<file path="src/dhcl_pkg.sv">
// Types, codes and constants shared by the DHCP client lease state machine.
package dhcl_pkg;

    // Client states, encoded as reported on the result channel
    typedef enum logic [2:0] {
        ST_SELECTING  = 3'd0,
        ST_REQUESTING = 3'd1,
        ST_BOUND      = 3'd2,
        ST_RENEWING   = 3'd3,
        ST_REBINDING  = 3'd4,
        ST_RENEW_REQ  = 3'd5,
        ST_RELEASED   = 3'd6
    } t_state;

    // Item kinds on the input channel
    typedef enum logic [1:0] {
        OP_TICK    = 2'd0,
        OP_PACKET  = 2'd1,
        OP_RENEW   = 2'd2,
        OP_RELEASE = 2'd3
    } t_opcode;

    // Listen modes
    typedef enum logic [1:0] {
        LM_NONE   = 2'd0,
        LM_KERNEL = 2'd1,
        LM_RAW    = 2'd2
    } t_listen;

    // Packets to send
    typedef enum logic [2:0] {
        SK_NONE      = 3'd0,
        SK_DISCOVER  = 3'd1,
        SK_SELECT    = 3'd2,
        SK_RENEW_UNI = 3'd3,
        SK_RENEW_BC  = 3'd4,
        SK_RELEASE   = 3'd5
    } t_send;

    // Script events
    typedef enum logic [2:0] {
        EV_NONE         = 3'd0,
        EV_DECONFIG     = 3'd1,
        EV_BOUND        = 3'd2,
        EV_RENEW        = 3'd3,
        EV_NAK          = 3'd4,
        EV_NAK_DECONFIG = 3'd5
    } t_event;

    // Message type codes of a received packet
    localparam logic [2:0] MK_ABSENT = 3'd0;
    localparam logic [2:0] MK_OFFER  = 3'd1;
    localparam logic [2:0] MK_ACK    = 3'd2;
    localparam logic [2:0] MK_NAK    = 3'd3;

    // Timing constants in seconds, then the retry limits
    localparam logic [31:0] RELEASED_WAIT   = 32'h7fff_ffff;
    localparam logic [31:0] DEFAULT_LEASE   = 32'd3600;
    localparam logic [31:0] RETRY_SHORT     = 32'd2;
    localparam logic [31:0] DISCOVER_LAST   = 32'd4;
    localparam logic [31:0] REQUEST_LAST    = 32'd10;
    localparam logic [31:0] EXHAUSTED_WAIT  = 32'd20;
    localparam logic [1:0]  MAX_TRIES       = 2'd3;
    localparam logic [1:0]  LAST_TRY        = 2'd2;

    // lease / 14400 = (lease >> 6) / 225, done as a multiply by 2^34 / 225 rounded up
    localparam int          GRAIN_SHIFT = 6;
    localparam int          RECIP_SHIFT = 34;
    localparam int          RECIP_W     = 27;
    localparam int          QUOT_W      = 19;
    localparam logic [RECIP_W-1:0] GRAIN_RECIP = 27'd76354975;

    // Input and output channel tdata widths
    localparam int IN_TDATA_W  = 200;
    localparam int OUT_TDATA_W = 144;

    // One input item
    typedef struct packed {
        t_opcode     opcode;
        logic [31:0] now_seconds;
        logic [31:0] fresh_id;
        logic [31:0] packet_id;
        logic [2:0]  message_kind;
        logic        has_server_id;
        logic [31:0] server_id;
        logic [31:0] offered_address;
        logic        has_lease;
        logic [31:0] lease_option;
    } t_item;

    // One result item
    typedef struct packed {
        t_send       send_kind;
        logic [31:0] send_id;
        logic [31:0] send_server;
        logic [31:0] send_address;
        t_event      script_kind;
        t_state      client_state;
        t_listen     sock_mode;
        logic [31:0] lease_seconds;
        logic        lease_exhausted;
    } t_result;

endpackage

</file>
<file path="src/dhcp_client_lease_fsm.sv">
// DHCP client lease state machine: input register, one-pass update logic, result register.
//
// Usage:
//   Slave channel (i_s_*): one beat per event. tuser carries the opcode (tick, packet
//   received, renew request, release request); tdata carries the time, a fresh
//   transaction id and the parsed reply fields.
//   Master channel (o_m_*): exactly one result beat per input beat, in order. tuser
//   carries the packet kind to send; tdata carries the packet fields, the script event,
//   the new client state, listen mode, lease length and the lease-exhausted flag.
//   Config channel (i_cfg_*): writes the address requested in discover; the write also
//   loads the requested address at once. Write only while the block is idle.
// Timing:
//   An input beat lands in the input register; the whole update runs from there and
//   loads the result register once that is free, and the result is offered from it.
//   One beat per cycle is sustained while results are taken: the state update is a single
//   pass of logic fed by the input register, and the state is registered on each update.
// Reset:
//   Synchronous, active low. The client starts in selecting with raw listening and a
//   deadline of zero, so the first tick sends a discover. Both registers empty.
// Stall:
//   While i_m_tready is low the result holds; one more input beat is taken into the
//   input register, after which o_s_tready drops until the result is taken.
module dhcp_client_lease_fsm (
    input  logic                                i_clk,
    input  logic                                i_rst_n,
    // Fields low to high: now_seconds[31:0], fresh_id[63:32], packet_id[95:64],
    // message_kind[98:96], has_server_id[99], server_id[131:100],
    // offered_address[163:132], has_lease[164], lease_option[196:165], zero pad
    input  logic [dhcl_pkg::IN_TDATA_W-1:0]     i_s_tdata,
    input  logic [1:0]                          i_s_tuser,   // opcode[1:0]
    input  logic                                i_s_tvalid,
    output logic                                o_s_tready,
    // Fields low to high: send_id[31:0], send_server[63:32], send_address[95:64],
    // script_kind[98:96], client_state[101:99], sock_mode[103:102],
    // lease_seconds[135:104], lease_exhausted[136], zero pad
    output logic [dhcl_pkg::OUT_TDATA_W-1:0]    o_m_tdata,
    output logic [2:0]                          o_m_tuser,   // send_kind[2:0]
    output logic                                o_m_tvalid,
    input  logic                                i_m_tready,
    // Requested address register write
    input  logic [31:0]                         i_cfg_data,
    input  logic                                i_cfg_valid,
    output logic                                o_cfg_ready
);

    // Handshake and pipeline registers
    logic                       r_in_valid;
    dhcl_pkg::t_item            r_in;
    logic                       r_out_valid;
    dhcl_pkg::t_result          r_out;
    dhcl_pkg::t_result          n_out;
    logic                       w_advance;
    logic                       w_fire;

    // Client state
    dhcl_pkg::t_state           r_state,      n_state;
    logic [1:0]                 r_tries,      n_tries;
    logic [31:0]                r_deadline,   n_deadline;
    logic [31:0]                r_trans_id,   n_trans_id;
    logic [31:0]                r_srv_addr,   n_srv_addr;
    logic [31:0]                r_want_ip,    n_want_ip;
    logic [31:0]                r_renew_pt,   n_renew_pt;
    logic [31:0]                r_rebind_pt,  n_rebind_pt;
    logic [31:0]                r_lease_len,  n_lease_len;
    logic [31:0]                r_bound_at,   n_bound_at;
    dhcl_pkg::t_listen          r_listen,     n_listen;
    logic [dhcl_pkg::QUOT_W-1:0] r_grain_q,   n_grain_q;

    // Ack-side lease arithmetic
    logic [31:0]                w_lease;
    logic [34:0]                w_lease_x7;
    logic [dhcl_pkg::RECIP_W+25:0] w_quot_prod;
    logic [31:0]                w_margin;

    // Handshakes: the result register frees when empty or taken
    assign w_advance   = !r_out_valid || i_m_tready;
    assign w_fire      = r_in_valid && w_advance;
    assign o_s_tready  = !r_in_valid || w_advance;
    assign o_cfg_ready = 1'b1;

    // Drive the master channel from the result register
    assign o_m_tvalid = r_out_valid;
    assign o_m_tuser  = r_out.send_kind;
    assign o_m_tdata  = {7'd0, r_out.lease_exhausted, r_out.lease_seconds,
                         r_out.sock_mode, r_out.client_state, r_out.script_kind,
                         r_out.send_address, r_out.send_server, r_out.send_id};

    // Lease chosen by an ack, its T2 point and its renew margin quotient
    assign w_lease     = r_in.has_lease ? r_in.lease_option : dhcl_pkg::DEFAULT_LEASE;
    assign w_lease_x7  = {w_lease, 3'd0} - {3'd0, w_lease};
    assign w_quot_prod = (dhcl_pkg::RECIP_W + 26)'(w_lease[31:dhcl_pkg::GRAIN_SHIFT])
                       * (dhcl_pkg::RECIP_W + 26)'(dhcl_pkg::GRAIN_RECIP);
    assign w_margin    = 32'(r_grain_q) + 32'd1;

    // Run one item against the current state
    always_comb begin
        logic [31:0] gap;
        logic [31:0] half_pt;
        logic        pkt_ok;

        n_state     = r_state;
        n_tries     = r_tries;
        n_deadline  = r_deadline;
        n_trans_id  = r_trans_id;
        n_srv_addr  = r_srv_addr;
        n_want_ip   = r_want_ip;
        n_renew_pt  = r_renew_pt;
        n_rebind_pt = r_rebind_pt;
        n_lease_len = r_lease_len;
        n_bound_at  = r_bound_at;
        n_listen    = r_listen;
        n_grain_q   = r_grain_q;

        n_out                 = '0;
        n_out.send_kind       = dhcl_pkg::SK_NONE;
        n_out.script_kind     = dhcl_pkg::EV_NONE;
        n_out.client_state    = r_state;
        n_out.sock_mode       = r_listen;

        gap     = '0;
        half_pt = '0;
        pkt_ok  = (r_listen != dhcl_pkg::LM_NONE) && (r_in.packet_id == r_trans_id)
               && (r_in.message_kind != dhcl_pkg::MK_ABSENT);

        unique case (r_in.opcode)
            dhcl_pkg::OP_TICK: begin
                if (r_in.now_seconds >= r_deadline) begin
                    unique case (r_state)
                        dhcl_pkg::ST_SELECTING: begin
                            if (r_tries < dhcl_pkg::MAX_TRIES) begin
                                if (r_tries == 2'd0) begin
                                    n_trans_id = r_in.fresh_id;
                                end
                                n_out.send_kind    = dhcl_pkg::SK_DISCOVER;
                                n_out.send_id      = n_trans_id;
                                n_out.send_address = r_want_ip;
                                n_deadline = r_in.now_seconds
                                    + ((r_tries == dhcl_pkg::LAST_TRY) ?
                                       dhcl_pkg::DISCOVER_LAST : dhcl_pkg::RETRY_SHORT);
                                n_tries = r_tries + 2'd1;
                            end else begin
                                n_tries    = '0;
                                n_deadline = r_in.now_seconds + dhcl_pkg::EXHAUSTED_WAIT;
                                n_out.lease_exhausted = 1'b1;
                            end
                        end
                        dhcl_pkg::ST_REQUESTING, dhcl_pkg::ST_RENEW_REQ: begin
                            if (r_tries < dhcl_pkg::MAX_TRIES) begin
                                if (r_state == dhcl_pkg::ST_RENEW_REQ) begin
                                    n_trans_id      = r_in.fresh_id;
                                    n_out.send_kind = dhcl_pkg::SK_RENEW_UNI;
                                end else begin
                                    n_out.send_kind = dhcl_pkg::SK_SELECT;
                                end
                                n_out.send_id      = n_trans_id;
                                n_out.send_server  = r_srv_addr;
                                n_out.send_address = r_want_ip;
                                n_deadline = r_in.now_seconds
                                    + ((r_tries == dhcl_pkg::LAST_TRY) ?
                                       dhcl_pkg::REQUEST_LAST : dhcl_pkg::RETRY_SHORT);
                                n_tries = r_tries + 2'd1;
                            end else begin
                                if (r_state == dhcl_pkg::ST_RENEW_REQ) begin
                                    n_out.script_kind = dhcl_pkg::EV_DECONFIG;
                                end
                                n_state    = dhcl_pkg::ST_SELECTING;
                                n_deadline = r_in.now_seconds;
                                n_tries    = '0;
                                n_listen   = dhcl_pkg::LM_RAW;
                            end
                        end
                        dhcl_pkg::ST_BOUND, dhcl_pkg::ST_RENEWING: begin
                            if (r_state == dhcl_pkg::ST_BOUND) begin
                                n_listen = dhcl_pkg::LM_KERNEL;
                            end
                            n_state = dhcl_pkg::ST_RENEWING;
                            gap     = r_rebind_pt - r_renew_pt;
                            if (gap <= w_margin) begin
                                n_state    = dhcl_pkg::ST_REBINDING;
                                n_deadline = r_in.now_seconds + gap;
                            end else begin
                                n_trans_id         = r_in.fresh_id;
                                n_out.send_kind    = dhcl_pkg::SK_RENEW_UNI;
                                n_out.send_id      = r_in.fresh_id;
                                n_out.send_server  = r_srv_addr;
                                n_out.send_address = r_want_ip;
                                half_pt    = (gap >> 1) + r_renew_pt;
                                n_renew_pt = half_pt;
                                n_deadline = half_pt + r_bound_at;
                            end
                        end
                        dhcl_pkg::ST_REBINDING: begin
                            gap = r_lease_len - r_rebind_pt;
                            if (gap <= w_margin) begin
                                n_out.script_kind = dhcl_pkg::EV_DECONFIG;
                                n_state    = dhcl_pkg::ST_SELECTING;
                                n_deadline = r_in.now_seconds;
                                n_tries    = '0;
                                n_listen   = dhcl_pkg::LM_RAW;
                            end else begin
                                n_trans_id         = r_in.fresh_id;
                                n_out.send_kind    = dhcl_pkg::SK_RENEW_BC;
                                n_out.send_id      = r_in.fresh_id;
                                n_out.send_address = r_want_ip;
                                half_pt     = (gap >> 1) + r_rebind_pt;
                                n_rebind_pt = half_pt;
                                n_deadline  = half_pt + r_bound_at;
                            end
                        end
                        dhcl_pkg::ST_RELEASED: begin
                            n_deadline = dhcl_pkg::RELEASED_WAIT;
                        end
                        default: begin
                            n_deadline = r_deadline;
                        end
                    endcase
                end
            end
            dhcl_pkg::OP_PACKET: begin
                if (pkt_ok) begin
                    unique case (r_state)
                        dhcl_pkg::ST_SELECTING: begin
                            if (r_in.message_kind == dhcl_pkg::MK_OFFER
                                && r_in.has_server_id) begin
                                n_srv_addr = r_in.server_id;
                                n_trans_id = r_in.packet_id;
                                n_want_ip  = r_in.offered_address;
                                n_state    = dhcl_pkg::ST_REQUESTING;
                                n_deadline = r_in.now_seconds;
                                n_tries    = '0;
                            end
                        end
                        dhcl_pkg::ST_REQUESTING, dhcl_pkg::ST_RENEW_REQ,
                        dhcl_pkg::ST_RENEWING, dhcl_pkg::ST_REBINDING: begin
                            if (r_in.message_kind == dhcl_pkg::MK_ACK) begin
                                n_lease_len = w_lease;
                                n_renew_pt  = w_lease >> 1;
                                n_rebind_pt = w_lease_x7[34:3];
                                n_grain_q   = w_quot_prod[dhcl_pkg::RECIP_SHIFT +: dhcl_pkg::QUOT_W];
                                n_bound_at  = r_in.now_seconds;
                                n_deadline  = (w_lease >> 1) + r_in.now_seconds;
                                n_want_ip   = r_in.offered_address;
                                n_out.script_kind =
                                    (r_state == dhcl_pkg::ST_RENEWING
                                     || r_state == dhcl_pkg::ST_REBINDING) ?
                                    dhcl_pkg::EV_RENEW : dhcl_pkg::EV_BOUND;
                                n_state  = dhcl_pkg::ST_BOUND;
                                n_listen = dhcl_pkg::LM_NONE;
                            end else if (r_in.message_kind == dhcl_pkg::MK_NAK) begin
                                n_out.script_kind = (r_state == dhcl_pkg::ST_REQUESTING) ?
                                    dhcl_pkg::EV_NAK : dhcl_pkg::EV_NAK_DECONFIG;
                                n_want_ip  = '0;
                                n_state    = dhcl_pkg::ST_SELECTING;
                                n_deadline = r_in.now_seconds;
                                n_tries    = '0;
                                n_listen   = dhcl_pkg::LM_RAW;
                            end
                        end
                        default: begin
                            n_state = r_state;
                        end
                    endcase
                end
            end
            dhcl_pkg::OP_RENEW: begin
                unique case (r_state)
                    dhcl_pkg::ST_BOUND: begin
                        n_listen = dhcl_pkg::LM_KERNEL;
                        n_state  = dhcl_pkg::ST_RENEW_REQ;
                    end
                    dhcl_pkg::ST_RENEWING, dhcl_pkg::ST_REBINDING: begin
                        n_state = dhcl_pkg::ST_RENEW_REQ;
                    end
                    dhcl_pkg::ST_RENEW_REQ: begin
                        n_out.script_kind = dhcl_pkg::EV_DECONFIG;
                        n_listen = dhcl_pkg::LM_RAW;
                        n_state  = dhcl_pkg::ST_SELECTING;
                    end
                    dhcl_pkg::ST_REQUESTING, dhcl_pkg::ST_RELEASED: begin
                        n_listen = dhcl_pkg::LM_RAW;
                        n_state  = dhcl_pkg::ST_SELECTING;
                    end
                    default: begin
                        n_state = r_state;
                    end
                endcase
                n_tries    = '0;
                n_deadline = '0;
            end
            dhcl_pkg::OP_RELEASE: begin
                if (r_state == dhcl_pkg::ST_BOUND || r_state == dhcl_pkg::ST_RENEWING
                    || r_state == dhcl_pkg::ST_REBINDING) begin
                    n_out.send_kind    = dhcl_pkg::SK_RELEASE;
                    n_out.send_id      = r_in.fresh_id;
                    n_out.send_server  = r_srv_addr;
                    n_out.send_address = r_want_ip;
                    n_out.script_kind  = dhcl_pkg::EV_DECONFIG;
                end
                n_listen   = dhcl_pkg::LM_NONE;
                n_state    = dhcl_pkg::ST_RELEASED;
                n_deadline = dhcl_pkg::RELEASED_WAIT;
            end
            default: begin
                n_state = r_state;
            end
        endcase

        n_out.client_state  = n_state;
        n_out.sock_mode     = n_listen;
        n_out.lease_seconds = n_lease_len;
    end

    // Hold control state: valid flags and the client state machine
    always_ff @(posedge i_clk) begin
        if (!i_rst_n) begin
            r_in_valid  <= 1'b0;
            r_out_valid <= 1'b0;
            r_state     <= dhcl_pkg::ST_SELECTING;
            r_tries     <= '0;
            r_deadline  <= '0;
            r_trans_id  <= '0;
            r_srv_addr  <= '0;
            r_want_ip   <= '0;
            r_renew_pt  <= '0;
            r_rebind_pt <= '0;
            r_lease_len <= '0;
            r_bound_at  <= '0;
            r_listen    <= dhcl_pkg::LM_RAW;
            r_grain_q   <= '0;
        end else begin
            if (o_s_tready) begin
                r_in_valid <= i_s_tvalid;
            end
            if (w_advance) begin
                r_out_valid <= r_in_valid;
            end
            if (w_fire) begin
                r_state     <= n_state;
                r_tries     <= n_tries;
                r_deadline  <= n_deadline;
                r_trans_id  <= n_trans_id;
                r_srv_addr  <= n_srv_addr;
                r_renew_pt  <= n_renew_pt;
                r_rebind_pt <= n_rebind_pt;
                r_lease_len <= n_lease_len;
                r_bound_at  <= n_bound_at;
                r_listen    <= n_listen;
                r_grain_q   <= n_grain_q;
            end
            // Load the requested address from the config beat, else from the update
            if (i_cfg_valid) begin
                r_want_ip <= i_cfg_data;
            end else if (w_fire) begin
                r_want_ip <= n_want_ip;
            end
        end
    end

    // Capture the input beat and the result payload
    always_ff @(posedge i_clk) begin
        if (o_s_tready && i_s_tvalid) begin
            r_in.opcode          <= dhcl_pkg::t_opcode'(i_s_tuser);
            r_in.now_seconds     <= i_s_tdata[31:0];
            r_in.fresh_id        <= i_s_tdata[63:32];
            r_in.packet_id       <= i_s_tdata[95:64];
            r_in.message_kind    <= i_s_tdata[98:96];
            r_in.has_server_id   <= i_s_tdata[99];
            r_in.server_id       <= i_s_tdata[131:100];
            r_in.offered_address <= i_s_tdata[163:132];
            r_in.has_lease       <= i_s_tdata[164];
            r_in.lease_option    <= i_s_tdata[196:165];
        end
        if (w_fire) begin
            r_out <= n_out;
        end
    end

    // Listen is off exactly while bound or released
    a_listen_none: assert property (@(posedge i_clk) disable iff (!i_rst_n)
        (r_listen == dhcl_pkg::LM_NONE) ==
        (r_state == dhcl_pkg::ST_BOUND || r_state == dhcl_pkg::ST_RELEASED))
        else $error("listen mode out of step with client state");

    // A release beat always deconfigures and ends released
    a_release_out: assert property (@(posedge i_clk) disable iff (!i_rst_n)
        (r_out_valid && r_out.send_kind == dhcl_pkg::SK_RELEASE) |->
        (r_out.script_kind == dhcl_pkg::EV_DECONFIG
         && r_out.client_state == dhcl_pkg::ST_RELEASED))
        else $error("release packet without deconfig in released state");

    // Exhausted discovers send nothing and stay selecting
    a_exhausted: assert property (@(posedge i_clk) disable iff (!i_rst_n)
        (r_out_valid && r_out.lease_exhausted) |->
        (r_out.send_kind == dhcl_pkg::SK_NONE
         && r_out.client_state == dhcl_pkg::ST_SELECTING))
        else $error("lease exhausted outside selecting");

    // A processed item shows up as a result on the next cycle
    a_fire_result: assert property (@(posedge i_clk) disable iff (!i_rst_n)
        w_fire |=> r_out_valid)
        else $error("processed item lost before the result register");

    // Retry count never runs past three
    a_tries: assert property (@(posedge i_clk) disable iff (!i_rst_n)
        r_tries <= dhcl_pkg::MAX_TRIES)
        else $error("retry count overflow");

endmodule

</file>
<file path="config.mk">
export PLATFORM = sky130hd
export DESIGN_NAME = dhcp_client_lease_fsm
export DESIGN_NICKNAME = d
export VERILOG_FILES = /design/src/dhcl_pkg.sv /design/src/dhcp_client_lease_fsm.sv
export SDC_FILE = /design/constraint.sdc
export NUM_CORES = 2
export LEC_CHECK = 0
export BUFFER_PORTS_ARGS = -buffer_cell sky130_fd_sc_hd__buf_2
export CORE_MARGIN = 3
export CORE_UTILIZATION = 35
export CTS_BUF_LIST = sky130_fd_sc_hd__clkbuf_4 sky130_fd_sc_hd__clkbuf_8 sky130_fd_sc_hd__clkbuf_16
export DETAILED_ROUTE_END_ITERATION = 12
export GPL_TIMING_DRIVEN = 0
export PLACE_DENSITY = 0.62
export SKIP_CTS_REPAIR_TIMING = 1
export SYNTH_ARGS = -nofsm -noshare
export SYNTH_HDL_FRONTEND = slang
export SYNTH_SLANG_ARGS = --single-unit
</file>
<file path="constraint.sdc">
create_clock -name i_clk -period 15.68 [get_ports i_clk]
set_input_delay 3.136 -clock i_clk [delete_from_list [all_inputs] [get_ports i_clk]]
set_output_delay 3.136 -clock i_clk [all_outputs]
set_load 0.005 [all_outputs]
</file>
# Yosys cells after proc, flatten, opt, wreduce, memory -nomap -nowiden
# Index checks and enable logic that the tools add are counted.
# Widths: inputs -> output; s select.
[op_classes] add_sub_neg=14 n_mul=1 n_lt_le_gt_ge=4 n_eq_ne=39 mux=111 reduce_logical=38
[op_table] cell="$mux 32" count=45
[op_table] cell="$pmux 32 s2" count=6
[op_table] cell="$pmux 32 s4" count=3
[op_table] cell="$mux 102" count=2
[op_table] cell="$pmux 99 s2" count=1
[op_table] cell="$pmux 32 s5" count=1
[op_table] cell="$pmux 35 s4" count=1
[op_table] cell="$mux 99" count=1
[op_table] cell="$mux 98" count=1
[op_table] cell="$add 31x32->32" count=3
[op_table] cell="$add 32x32->32" count=3
[op_table] cell="$le 32x20->1" count=2
[op_table] cell="$sub 32x32->32" count=2
[op_table] cell="$mul 26x27->53 const B" count=1
[op_table] cell="$mux 3" count=14
[op_table] cell="$mux 35" count=1
[op_table] cell="$sub 35x32->35" count=1
[op_table] cell="$mux 33" count=1
[op_table] cell="$add 32x3->32" count=1
[op_table] cell="$add 32x4->32" count=1
[op_table] cell="$add 32x5->32 const B" count=1
[op_table] cell="$eq 32x32->1" count=1
[op_table] cell="$ge 32x32->1" count=1
[op_table] cell="$mux 2" count=15
[op_table] cell="other kinds (40)" count=98
[word_totals] reg_bits=623 input_bits=239 out_inout_bits=150 elab_cells=240

# Depth between registers and ports, before layout
[depth] depth_word=8 mapped_depth=33 ltp_nobuf=33

# Least setup slack after synthesis
# Ideal clock, no wire load.
[synth_path] path_kind="in2reg" from="in i_m_tready" to="reg r_in[0] (netlist bit) (enable)" setup_time_ns=0.583 arrival_ns=7.823 required_ns=15.097 slack_ns=7.274 cell_stages=3 path_buffers=0 cell_sequence="nor2b_1 > nand2_1 > and2_1"
[synth_between] elab_chain_cells=3
[synth_rtl] element="start, declared" line="dhcp_client_lease_fsm.sv:39" rtl="input logic i_m_tready,"
[synth_rtl] element="$logic_or 1x1->1" line="dhcp_client_lease_fsm.sv:76" rtl="assign w_advance = !r_out_valid || i_m_tready;"
[synth_rtl] element="$logic_or 1x1->1" line="dhcp_client_lease_fsm.sv:78" rtl="assign o_s_tready = !r_in_valid || w_advance;"
[synth_rtl] element="named net o_s_tready" line="dhcp_client_lease_fsm.sv:32" rtl="output logic o_s_tready,"
[synth_rtl] element="$logic_and 1x1->1" line="dhcp_client_lease_fsm.sv:361" rtl="if (o_s_tready && i_s_tvalid) begin"
[synth_rtl] element="end, declared" line="dhcp_client_lease_fsm.sv:48" rtl="dhcl_pkg::t_item r_in;"
# The timed path passes the listed nets, and every way through them passes these cells.
# A chain may end at the register's enable or synchronous reset.

# Worst setup path in the final report
[layout_path] from="reg r_in[32] (netlist bit)" to="reg r_grain_q[18] (netlist bit)"
[layout_between] elab_chain_cells=2
[layout_rtl] element="$mux 32" line="dhcp_client_lease_fsm.sv:89" rtl="assign w_lease = r_in.has_lease ? r_in.lease_option : dhcl_pkg::DEFAULT_LEASE;"
[layout_rtl] element="$mul 26x27->53" line="dhcp_client_lease_fsm.sv:92" rtl="* (dhcl_pkg::RECIP_W + 26)'(dhcl_pkg::GRAIN_RECIP);"
[layout_rtl] element="end signal, assigned" line="dhcp_client_lease_fsm.sv:348" rtl="r_grain_q <= n_grain_q;"
[layout_rtl] element="end, declared" line="dhcp_client_lease_fsm.sv:67" rtl="logic [dhcl_pkg::QUOT_W-1:0] r_grain_q, n_grain_q;"
# No other way between the ends.

==> flow_metrics.tcl <==
set metrics [dict create \
    internal-power_mw 4.42 \
    p_switching_mw 3.31 \
    place_area_sq_um 57700 \
    grt_pass1_wl_microns 312000 \
    finalWeightedCongestion 1.05 \
    worstMarginPinSlew_ps 1570 \
    avgSynthCellArea_sq_um 9.15 \
    arrival_ps 11390 \
    max_stage_delay_ps 1100 \
    power_frac_seq 0.238 \
    finalSetupViolCount 0 \
    grt_use_met3 0.0516 \
    die_area_sq_um 156000 \
    cts_max_path_buffers 3 \
    hpwl_microns 177000 \
    synthFlopType "edfxtp_1" \
    relSlewSlack -0.0492 \
    required_ps 16270 \
    status "complete, but fails checks" \
    via_per_inst 5.65 \
    p_leak_nw 26.7 \
    finish.utilization 0.402 \
    synth_edf_count 339 \
    die_w_microns 395 \
    hold_class "flop to flop" \
    synthCells 5802 \
    path_clk_slew_ps 70 \
    wirelength_microns 219000 \
    finalCritPeriodShare 0.688 \
    cp_common_cell "fa_1" \
    coreArea_sq_um 150000 \
    fmax_mhz 92.7 \
    ys_types 98 \
    pwr-share-clk 0.242 \
    die_y_microns 395 \
    layout.cells.non_filler 8360 \
    skew_ps 36.3 \
    final_antenna_net_count 0 \
    antenna_found_initial 21 \
    cp_num_buf_inv 7 \
    yosysWarnings 0 \
    cp_max_fo 12 \
    grtUsageTotal 0.272 \
    p_total_mw 7.72 \
    ios 389 \
    nFillCells 15239 \
    power_frac_comb 0.519 \
    numCtsBuffers 74 \
    yosysSeqAreaShare 0.299 \
    drt-initial-drc-count 5696 \
    cts.sinks 623 \
    criticalPathCategory "flop to flop" \
    htree_levels 3 \
    vdd_drop_max_v 0.000133 \
    clock_latency_ps 710 \
    violations "capacitance limit, slew limit" \
    cpLargestDelayFamily "adder cells" \
    firstDrtPassIters 10 \
    grtUsageMet1 0.347 \
    switching_share 0.428 \
    grt_pass1_vias 45148 \
    min_period_ps 10790 \
    fin_nets 7407 \
    num_rows 142 \
    initial_core_util 0.353 \
    syn_area_sq_um 53100 \
    async_flop_share 0 \
    startpoint_type "flop" \
    wire_per_inst_microns 26.2 \
    root_buffer "clkbuf_16" \
    finalHoldViolations 0 \
    critPathCaptureType "flop" \
    syn_to_final_growth_pct 13.7 \
    fin_area_sq_um 60400 \
    top_usage_layer "met2" \
    drc 0 \
    num_vias 47237 \
    portBuffers 376 \
    grt_max_degree 67 \
    drv_slew 22 \
    dp.cells 8208 \
    cts_tree "done" \
    ys_ff_latch 623 \
    cap_violations 3 \
    grt_overflow 0 \
    p_per_area_nw_per_um2 128 \
    grt.met2_usage 0.427 \
    drive_gt1_frac 0.0998 \
    grt_setup_unrepaired "false" \
    cp_slowest_cell "inv_1" \
    tns_ps 0 \
]
metal layers:
metal,share of wire,vias to the layer above
li1,-,21483
met1,0.40,22898
met2,0.45,2303
met3,0.083,551
met4,0.070,2
met5,0.000059,-
cells by family after synthesis:
family / count (synthesis) / share of synthesized area
compound gates: 1440 / 0.177
xor+xnor: 325 / 0.0539
fa+ha+maj: 900 / 0.248
buf+inv: 836 / 0.0610
flops: 623 / 0.299
mux: 155 / 0.0300
other cells: 2 / 0.000141
simple gates: 1521 / 0.132
final timing paths:
check / startpoint / end / slack, ps / cells past startpoint
worst max-delay path: r_in[32]$_DFFE_PP_ / r_grain_q[18]$_SDFFE_PN0P_ / 4890 / 29
worst max register to register: r_in[32]$_DFFE_PP_ / r_grain_q[18]$_SDFFE_PN0P_ / 4890 / 29
worst min-delay path: r_srv_addr[8]$_SDFFE_PN0P_ / r_srv_addr[8]$_SDFFE_PN0P_ / 450 / 2
worst min register to register: r_srv_addr[8]$_SDFFE_PN0P_ / r_srv_addr[8]$_SDFFE_PN0P_ / 450 / 2
cell usage after synthesis, types with 22 or more instances:
cell type | n | share of area
ha_1 | 649 | 0.15
inv_1 | 610 | 0.043
nand2_1 | 559 | 0.040
a21oi_1 | 457 | 0.043
nor2_1 | 397 | 0.028
edfxtp_1 | 339 | 0.19
dfxtp_1 | 284 | 0.11
o21ai_0 | 259 | 0.024
fa_1 | 251 | 0.095
xnor2_1 | 196 | 0.032
clkbuf_1 | 191 | 0.014
a21o_1 | 148 | 0.021
xor2_1 | 128 | 0.021
mux2i_1 | 123 | 0.023
nand3_1 | 97 | 0.0091
and2_1 | 87 | 0.010
a211oi_1 | 86 | 0.012
nor3_1 | 81 | 0.0076
nand2b_1 | 60 | 0.0071
nand4_1 | 56 | 0.0066
o21a_1 | 47 | 0.0066
nor2b_1 | 45 | 0.0053
and3_1 | 42 | 0.0050
a22o_1 | 36 | 0.0059
a31oi_1 | 36 | 0.0042
o211ai_1 | 33 | 0.0047
a222oi_1 | 32 | 0.0060
mux2_2 | 31 | 0.0066
o22ai_1 | 26 | 0.0031
o31ai_1 | 24 | 0.0034
or3_1 | 23 | 0.0027
a221oi_1 | 22 | 0.0036
cell type report:
type	count	area (sq um)	share of cell area
antenna	14	35.0	0.000580
buffer	224	945	0.0156
clock buffer	96	2090	0.0346
clock inverter	42	533	0.00883
inverter	612	2300	0.0381
multi-input combinational	4349	34000	0.563
sequential	623	15900	0.263
tap	2016	2520	0.0418
timing repair buffer	384	2070	0.0342
cells in the final DEF (no fill, tap or decap), types with 128 or more instances in the layout:
master    Yosys  layout
nor2_1      397     397
ha_1        649     649
clkbuf_1    191     190
edfxtp_1    339     339
nand2_1     559     559
xor2_1      128     128
xnor2_1     196     196
fa_1        251     251
dfxtp_1     284     284
buf_2         7     383
inv_1       610     610
a21o_1      148     148
o21ai_0     259     259
a21oi_1     457     456
state kept, by name (all words and copies together) (netlist names):
register	count
r_want_ip	32
r_srv_addr	32
o_m_tdata	137
r_trans_id	32
r_grain_q	19
r_tries	2
r_lease_len	32
r_state	3
o_m_tvalid	1
r_bound_at	32
r_in	199
r_renew_pt	32
r_deadline	32
r_listen	2
r_in_valid	1
o_m_tuser	3
r_rebind_pt	32
power by group through the flow:
stage,clock network (mW),registers (mW),logic (mW)
after floorplan,0,1.85,2.71
after global placement,0,1.89,3.89
after detailed placement,0,1.87,3.94
after CTS,1.90,1.84,3.99
after global routing,1.96,1.84,4.47
final,1.87,1.84,4.01
per-stage QoR:
stage	hold slack (ps)	worst slack, ps
final	449	4890
after global routing	467	4630
after CTS	447	4940
after detailed placement	437	5020
after global placement	435	3500
after floorplan	422	7270
worst min-delay path: cells and delay by family (launching register included):
| kind | cells | cell delay (ps) |
|---|---|---|
| AND/OR/NAND/NOR | 1 | 50 |
| flip-flops | 1 | 300 |
| AO/OA/AOI/OAI | 1 | 50 |
No activity file was read; power rests on OpenSTA's default activity.
